$ cat src/hw/rtl/supq_pkg.sv
// Shared types and codes for the sorted unique priority queue.
package supq_pkg;

  localparam int CMD_W    = 2;
  localparam int STATUS_W = 2;
  localparam int OCC_W    = 5;

  typedef enum logic [CMD_W-1:0] {
    CMD_INSERT   = 2'd0,
    CMD_REMOVE   = 2'd1,
    CMD_CONTAINS = 2'd2,
    CMD_POP      = 2'd3
  } cmd_t;

  typedef enum logic [STATUS_W-1:0] {
    ST_DONE     = 2'd0,
    ST_NOCHANGE = 2'd1,
    ST_EMPTY    = 2'd2,
    ST_FULL     = 2'd3
  } status_t;

  // Update applied by every cell in the execute cycle
  typedef enum logic [1:0] {
    SH_HOLD = 2'd0,
    SH_INS  = 2'd1,
    SH_DEL  = 2'd2,
    SH_POP  = 2'd3
  } cell_op_t;

  typedef struct packed {
    logic     cmp_en;
    cell_op_t op;
  } cell_ctl_t;

endpackage

$ cat src/hw/rtl/supq_cell.sv
// One cell of the sorted key chain: holds a key, compares and shifts with its neighbours.
module supq_cell
  import supq_pkg::*;
#(
  parameter int KEY_WIDTH = 32
) (
  input  logic                 clk,
  input  cell_ctl_t            ctl,
  input  logic                 valid,
  input  logic [KEY_WIDTH-1:0] new_key,
  input  logic [KEY_WIDTH-1:0] left_key,
  input  logic                 left_lt,
  input  logic [KEY_WIDTH-1:0] right_key,
  output logic [KEY_WIDTH-1:0] key,
  output logic                 lt,
  output logic                 eq
);

  // Compare the held key with the broadcast key, then shift or load it
  always_ff @(posedge clk) begin
    if (ctl.cmp_en) begin
      lt <= valid && ($signed(key) < $signed(new_key));
      eq <= valid && (key == new_key);
    end
    case (ctl.op)
      SH_INS: begin
        if (!lt) begin
          key <= left_lt ? new_key : left_key;
        end
      end
      SH_DEL: begin
        if (!lt) begin
          key <= right_key;
        end
      end
      SH_POP: begin
        key <= right_key;
      end
      default: begin
      end
    endcase
  end

endmodule

$ cat src/hw/rtl/sorted_unique_priority_queue_top.sv
// Each command item passes a compare state in every cell of the chain, then an execute
// state that shifts the chain and writes the result register. A new item is accepted only
// when idle or as the execute state completes; a result still held at the output keeps
// the chain in its execute state and stalls the input.
// Reset clears the key count, the control state and the output valid; the keys held
// in the cells are not cleared and are never read above the count.
module sorted_unique_priority_queue_top
  import supq_pkg::*;
#(
  parameter int CAPACITY  = 16,
  parameter int KEY_WIDTH = 32
) (
  input  logic                                        clk,
  input  logic                                        rst,
  input  logic                                        s_tvalid,
  output logic                                        s_tready,
  // command [1:0], key [KEY_WIDTH+1:2], zero pad above
  input  logic [((CMD_W+KEY_WIDTH+7)/8)*8-1:0]        s_tdata,
  output logic                                        m_tvalid,
  input  logic                                        m_tready,
  // status [1:0], found [2], popped_key [KEY_WIDTH+2:3], occupancy [KEY_WIDTH+7:KEY_WIDTH+3]
  output logic [((STATUS_W+1+KEY_WIDTH+OCC_W+7)/8)*8-1:0] m_tdata
);

  localparam int CW    = $clog2(CAPACITY + 1);
  localparam int OUT_W = ((STATUS_W + 1 + KEY_WIDTH + OCC_W + 7) / 8) * 8;

  typedef enum logic [1:0] {
    S_IDLE,
    S_CMP,
    S_EXEC
  } state_t;

  state_t               state;
  cmd_t                 op_cmd;
  logic [KEY_WIDTH-1:0] op_key;
  logic [CW-1:0]        count;
  logic [CW-1:0]        count_next;

  status_t              out_status;
  logic                 out_found;
  logic [KEY_WIDTH-1:0] out_popped;
  logic [OCC_W-1:0]     out_occ;

  status_t              res_status;
  logic                 res_found;
  logic [KEY_WIDTH-1:0] res_popped;
  cell_op_t             res_op;

  logic                 out_free;
  logic                 done;
  logic                 hit;
  logic                 full;
  logic                 empty;
  cell_ctl_t            ctl;

  logic [KEY_WIDTH-1:0] key_arr [CAPACITY];
  logic [CAPACITY-1:0]  lt_vec;
  logic [CAPACITY-1:0]  eq_vec;

  // Handshake: accept when idle, or when the current item completes this cycle
  assign out_free = !m_tvalid || m_tready;
  assign done     = (state == S_EXEC) && out_free;
  assign s_tready = (state == S_IDLE) || done;

  assign hit   = |eq_vec;
  assign full  = (count == CW'(CAPACITY));
  assign empty = (count == '0);

  // Decide status, found and chain update from the compare flags
  always_comb begin
    res_status = ST_DONE;
    res_found  = 1'b0;
    res_popped = '0;
    res_op     = SH_HOLD;
    count_next = count;
    unique case (op_cmd)
      CMD_INSERT: begin
        if (hit) begin
          res_status = ST_NOCHANGE;
        end else if (full) begin
          res_status = ST_FULL;
        end else begin
          res_op     = SH_INS;
          count_next = count + CW'(1);
        end
      end
      CMD_REMOVE: begin
        if (hit) begin
          res_op     = SH_DEL;
          count_next = count - CW'(1);
        end else begin
          res_status = ST_NOCHANGE;
        end
      end
      CMD_CONTAINS: begin
        if (hit) begin
          res_found = 1'b1;
        end else begin
          res_status = ST_NOCHANGE;
        end
      end
      CMD_POP: begin
        if (empty) begin
          res_status = ST_EMPTY;
        end else begin
          res_found  = 1'b1;
          res_popped = key_arr[0];
          res_op     = SH_POP;
          count_next = count - CW'(1);
        end
      end
      default: begin
      end
    endcase
  end

  // Drive the cells
  always_comb begin
    ctl.cmp_en = (state == S_CMP);
    ctl.op     = done ? res_op : SH_HOLD;
  end

  // Build the chain of cells
  for (genvar i = 0; i < CAPACITY; i++) begin : g_cell
    localparam logic [CW-1:0] IDX = CW'(i);
    logic [KEY_WIDTH-1:0] left_key;
    logic [KEY_WIDTH-1:0] right_key;
    logic                 left_lt;

    if (i == 0) begin : g_head
      assign left_key = op_key;
      assign left_lt  = 1'b1;
    end else begin : g_body
      assign left_key = key_arr[i-1];
      assign left_lt  = lt_vec[i-1];
    end

    if (i == CAPACITY - 1) begin : g_tail
      assign right_key = key_arr[i];
    end else begin : g_inner
      assign right_key = key_arr[i+1];
    end

    supq_cell #(
      .KEY_WIDTH(KEY_WIDTH)
    ) u_cell (
      .clk      (clk),
      .ctl      (ctl),
      .valid    (IDX < count),
      .new_key  (op_key),
      .left_key (left_key),
      .left_lt  (left_lt),
      .right_key(right_key),
      .key      (key_arr[i]),
      .lt       (lt_vec[i]),
      .eq       (eq_vec[i])
    );
  end

  // Hold state, count, command and the result register
  always_ff @(posedge clk) begin
    if (rst) begin
      state    <= S_IDLE;
      count    <= '0;
      m_tvalid <= 1'b0;
    end else begin
      if (done) begin
        m_tvalid <= 1'b1;
      end else if (m_tready) begin
        m_tvalid <= 1'b0;
      end
      unique case (state)
        S_IDLE: begin
          if (s_tvalid) begin
            state <= S_CMP;
          end
        end
        S_CMP: begin
          state <= S_EXEC;
        end
        S_EXEC: begin
          if (done) begin
            count      <= count_next;
            out_status <= res_status;
            out_found  <= res_found;
            out_popped <= res_popped;
            out_occ    <= OCC_W'(count_next);
            state      <= s_tvalid ? S_CMP : S_IDLE;
          end
        end
        default: begin
          state <= S_IDLE;
        end
      endcase
    end
    if (s_tvalid && s_tready) begin
      op_cmd <= cmd_t'(s_tdata[CMD_W-1:0]);
      op_key <= s_tdata[CMD_W+KEY_WIDTH-1:CMD_W];
    end
  end

  assign m_tdata = OUT_W'({out_occ, out_popped, out_found, out_status});

`ifndef NO_ASSERTIONS
  // Count never passes the capacity
  a_count_bound: assert property (@(posedge clk) disable iff (rst)
    count <= CW'(CAPACITY))
    else $error("key count above capacity");

  // No item is taken while the cells compare
  a_no_accept_cmp: assert property (@(posedge clk) disable iff (rst)
    state == S_CMP |-> !s_tready)
    else $error("item accepted during compare");

  // Keys stay sorted: the less-than flags form a run from cell zero
  a_sorted: assert property (@(posedge clk) disable iff (rst)
    state == S_EXEC |-> (((lt_vec >> 1) & ~lt_vec) == '0))
    else $error("cell chain out of order");

  // An insert that shifts the chain adds exactly one key
  a_ins_count: assert property (@(posedge clk) disable iff (rst)
    (done && res_op == SH_INS) |=> count == $past(count) + CW'(1))
    else $error("insert count mismatch");

  // An empty pop never reports a key
  a_empty_pop: assert property (@(posedge clk) disable iff (rst)
    (m_tvalid && out_status == ST_EMPTY) |-> !out_found)
    else $error("empty pop flagged as found");
`endif

endmodule
$ cat config.mk
export PLATFORM = sky130hd
export DESIGN_NAME = sorted_unique_priority_queue_top
export DESIGN_NICKNAME = d
export VERILOG_FILES = /design/src/hw/rtl/supq_pkg.sv /design/src/hw/rtl/supq_cell.sv /design/src/hw/rtl/sorted_unique_priority_queue_top.sv
export SDC_FILE = /design/constraint.sdc
export NUM_CORES = 2
export LEC_CHECK = 0
export BUFFER_PORTS_ARGS = -buffer_cell sky130_fd_sc_hd__buf_2
export CAP_MARGIN = 20
export CORE_MARGIN = 10
export CORE_UTILIZATION = 60
export DETAILED_ROUTE_END_ITERATION = 12
export PLACE_DENSITY = 0.77
export SYNTH_ARGS = -nofsm -noshare
export SYNTH_HDL_FRONTEND = slang
export SYNTH_SLANG_ARGS = --single-unit
export TNS_END_PERCENT = 1
$ cat constraint.sdc
create_clock -name clk -period 7.85 [get_ports clk]
set_input_delay 0.785 -clock clk [delete_from_list [all_inputs] [get_ports clk]]
set_output_delay 0.785 -clock clk [all_outputs]
set_load 0.01 [all_outputs]
==> run summary <==
Overall power after layout - 7770 µW
RSZ-0062 raised after global routing - false
Total track usage - 26.1%
Worst Path Class, Setup - reg2reg
GRT overflow - 0
Placed insts - 4623
Final setup vio count - 0
DR iter-0 viols - 3101
Largest net degree at the start of global routing - 252
Antenna Nets Post-Route - 0
Initial antenna violation count - 2
CP max stage delay - 730 ps
CTS Buffer Depth - 3
PD cells - 174 nW/µm²
Critical Path RT - 8150 ps
H-tree Lvls - 3
Vias per inst - 6.45
Hpwl dp - 76300 µm
Net count after synthesis - 4404
Worst-path cell chain - inv_1, ha_1, or3b_1, o21a_1, buf_4, a21oi_2, nor3_4, buf_12, buf_12, o21ai_0
DIE WIDTH - 282 µm
Worst-margin pin slew - 1110 ps
# hold bufs at CTS - 0
Die H - 282 µm
Antenna cells - 0
Setup tns final - 0 ps
IO Count - 86
Setup crit start kind - register
CTS tree - yes
Worst VDD drop - 0.173 mV
Buffers on Ports - 79
Yosys cell types - 63
Crit path DAT - 4540 ps
Hold Violations, Final - 0
CTS clk-pin slew, worst paths - 60 ps
Fmax - 236 MHz
Crit path max fanout - 251
Avg Inst Size Synth - 10.7 µm²
P_leak - 0.0173 µW
Post-CTS setup buffers - 0
DRC - 0
Gpl congestion - 0.921
Primary FF master, synth - edfxtp_1
Ys Warns - 0
Layout cells sized above 1 - 7.55%
CTS Buf Count - 69
Post-CTS sizing - 0
Final net count - 4398
Final Cycle Share - 54.0%
Via Count - 30649
Buf+Inv Stages, Crit Path - 4
Max Slew Vio Count - 0
Worst Hold Class - in2reg
Outcome - finished, final reports clean
Clock Latency Late Sink - 610 ps
Drt total wl - 105000 µm
Clk_skew - 16.3 ps
Max-Cap Viols - 0
Cells after synthesis - 3838
Global-route wire length before repair - 165000 µm
Vias in the first global route - 29832
Seq/Total Area, Yosys - 45.5%
Avg WL per Cell - 22.1 µm
CP max stage cell - dfxtp_1
Die ar. - 79500 µm²
Core ar. - 67600 µm²
Pre-antenna DRT Iters - 6
CP endpoint kind - register
Post-synthesis cell area - 41200 µm²
Root Buffer - clkbuf_16
Cell mode on critical path - buf_12
Min Tclk post-route - 4240 ps
Initial Util - 60.9%
Ys async rst share - 0%
# rows - 95
Synth Register Bits - 626
Finished Layout Cells - 4754
EDFF count, synth - 618
Synth-to-layout area growth - 8.20%
Top cell family by delay on the critical path - buffers and inverters
Slew Limit Headroom - 25.8%
Clk sink count - 626
==> metal layers <==
| metal | global-route usage, % | share of wire, % |
|---|---|---|
| met5 | 0 | 0.0086 |
| met1 | 36.2 | 43 |
| met3 | 3.72 | 7.0 |
| met2 | 42.2 | 48 |
| met4 | 7.14 | 2.2 |
==> layout make-up <==
type                       instances  area [µm²]
fill                            5224       23100
multi-input combinational       2933       21300
sequential                       626       18700
tap                              873        1090
timing repair buffer             139        1070
inverter                          63         236
clock inverter                    30         215
clock buffer                      90        1890
==> path summary, 6_finish.rpt <==
check                           slack [ps]         from  cells past startpoint                        end
worst min register to register         500     state[0]                      1                   state[1]
worst max register to register        3610     count[1]                     10  g_cell[11].u_cell.key[25]
worst max-delay path                  3610     count[1]                     10  g_cell[11].u_cell.key[25]
worst min-delay path                   350  s_tdata[21]                      1     g_cell[0].left_key[19]
==> cells in the mapped netlist, types with 4 or more instances <==
| library cell | instances | area share (%) |
|---|---|---|
| a21oi_1 | 220 | 2.7 |
| and2_0 | 9 | 0.14 |
| nand2b_1 | 13 | 0.20 |
| or3_1 | 5 | 0.076 |
| o211ai_1 | 20 | 0.36 |
| a211oi_1 | 12 | 0.22 |
| buf_6 | 28 | 0.77 |
| and3_1 | 11 | 0.17 |
| clkbuf_1 | 147 | 1.3 |
| o21ai_1 | 243 | 3.0 |
| inv_1 | 63 | 0.57 |
| xnor2_1 | 5 | 0.11 |
| nor2b_1 | 16 | 0.24 |
| and2_1 | 34 | 0.52 |
| mux2_2 | 37 | 1.0 |
| nor3_1 | 12 | 0.15 |
| nor3b_1 | 4 | 0.073 |
| buf_2 | 36 | 0.44 |
| or4_1 | 8 | 0.15 |
| xor2_1 | 7 | 0.15 |
| edfxtp_1 | 618 | 45 |
| a221o_1 | 9 | 0.22 |
| nor2_1 | 82 | 0.75 |
| ha_1 | 522 | 16 |
| a21oi_2 | 4 | 0.085 |
| a221oi_1 | 24 | 0.51 |
| a21boi_0 | 7 | 0.13 |
| buf_4 | 4 | 0.073 |
| and4_1 | 24 | 0.51 |
| a31oi_1 | 4 | 0.061 |
| a21o_1 | 52 | 0.95 |
| dfxtp_1 | 8 | 0.39 |
| nor4_1 | 24 | 0.36 |
| mux2i_1 | 449 | 11 |
| nand4_1 | 76 | 1.2 |
| nand3_1 | 49 | 0.60 |
| nand2_1 | 617 | 5.6 |
| o21ai_0 | 299 | 3.6 |
==> state kept, by name (all words and copies together), names as in the netlist <==
signal and cells:
op_cmd 2, out_occ 5, g_cell.u_cell.lt 16, g_cell.left_key 32, out_status 2, m_tvalid 1, g_cell.u_cell.eq 16, out_popped 32
count 5, out_found 1, g_cell.u_cell.key 512, state 2
==> cells in the final DEF, fill, tap and decap left out, drive strengths merged, types with 49 or more instances in the layout <==
master / instances
a21o: 52
a21oi: 224
buf: 139
clkbuf: 90
edfxtp: 618
ha: 522
inv: 63
mux2i: 449
nand2: 617
nand3: 49
nand4: 76
nor2: 82
o21ai: 542
==> logic make-up (layout without fill, tap and decap cells) <==
group	count (synthesis)	count (layout)	synth area share, %
buffers and inverters	279	322	3.20
XOR/XNOR	12	12	0.255
AO/OA/AOI/OAI	920	920	12.4
multiplexers	487	487	12.0
flip-flops	626	626	45.5
AND/OR/NAND/NOR	992	992	10.9
adder cells (fa/ha/maj)	522	522	15.9
==> through the flow <==
step	util (%)	setup WS, ps	area [µm²]	hold slack [ps]
after floorplan	-	4060	41200	450
after global routing	65.9	3360	44600	333
after CTS	65.6	3400	44300	330
final	65.9	3610	44600	355
after detailed placement	62.4	3440	42200	493
after global placement	62.4	3420	42200	481
==> report_power, final <==
part	switching [µW]	leakage (µW)	total [µW]	internal, µW
sequential	81.0	0.00568	3820	3730
clock	1360	0.00103	3150	1790
combinational	482	0.0106	800	319
(Power assumes the default switching activity.)
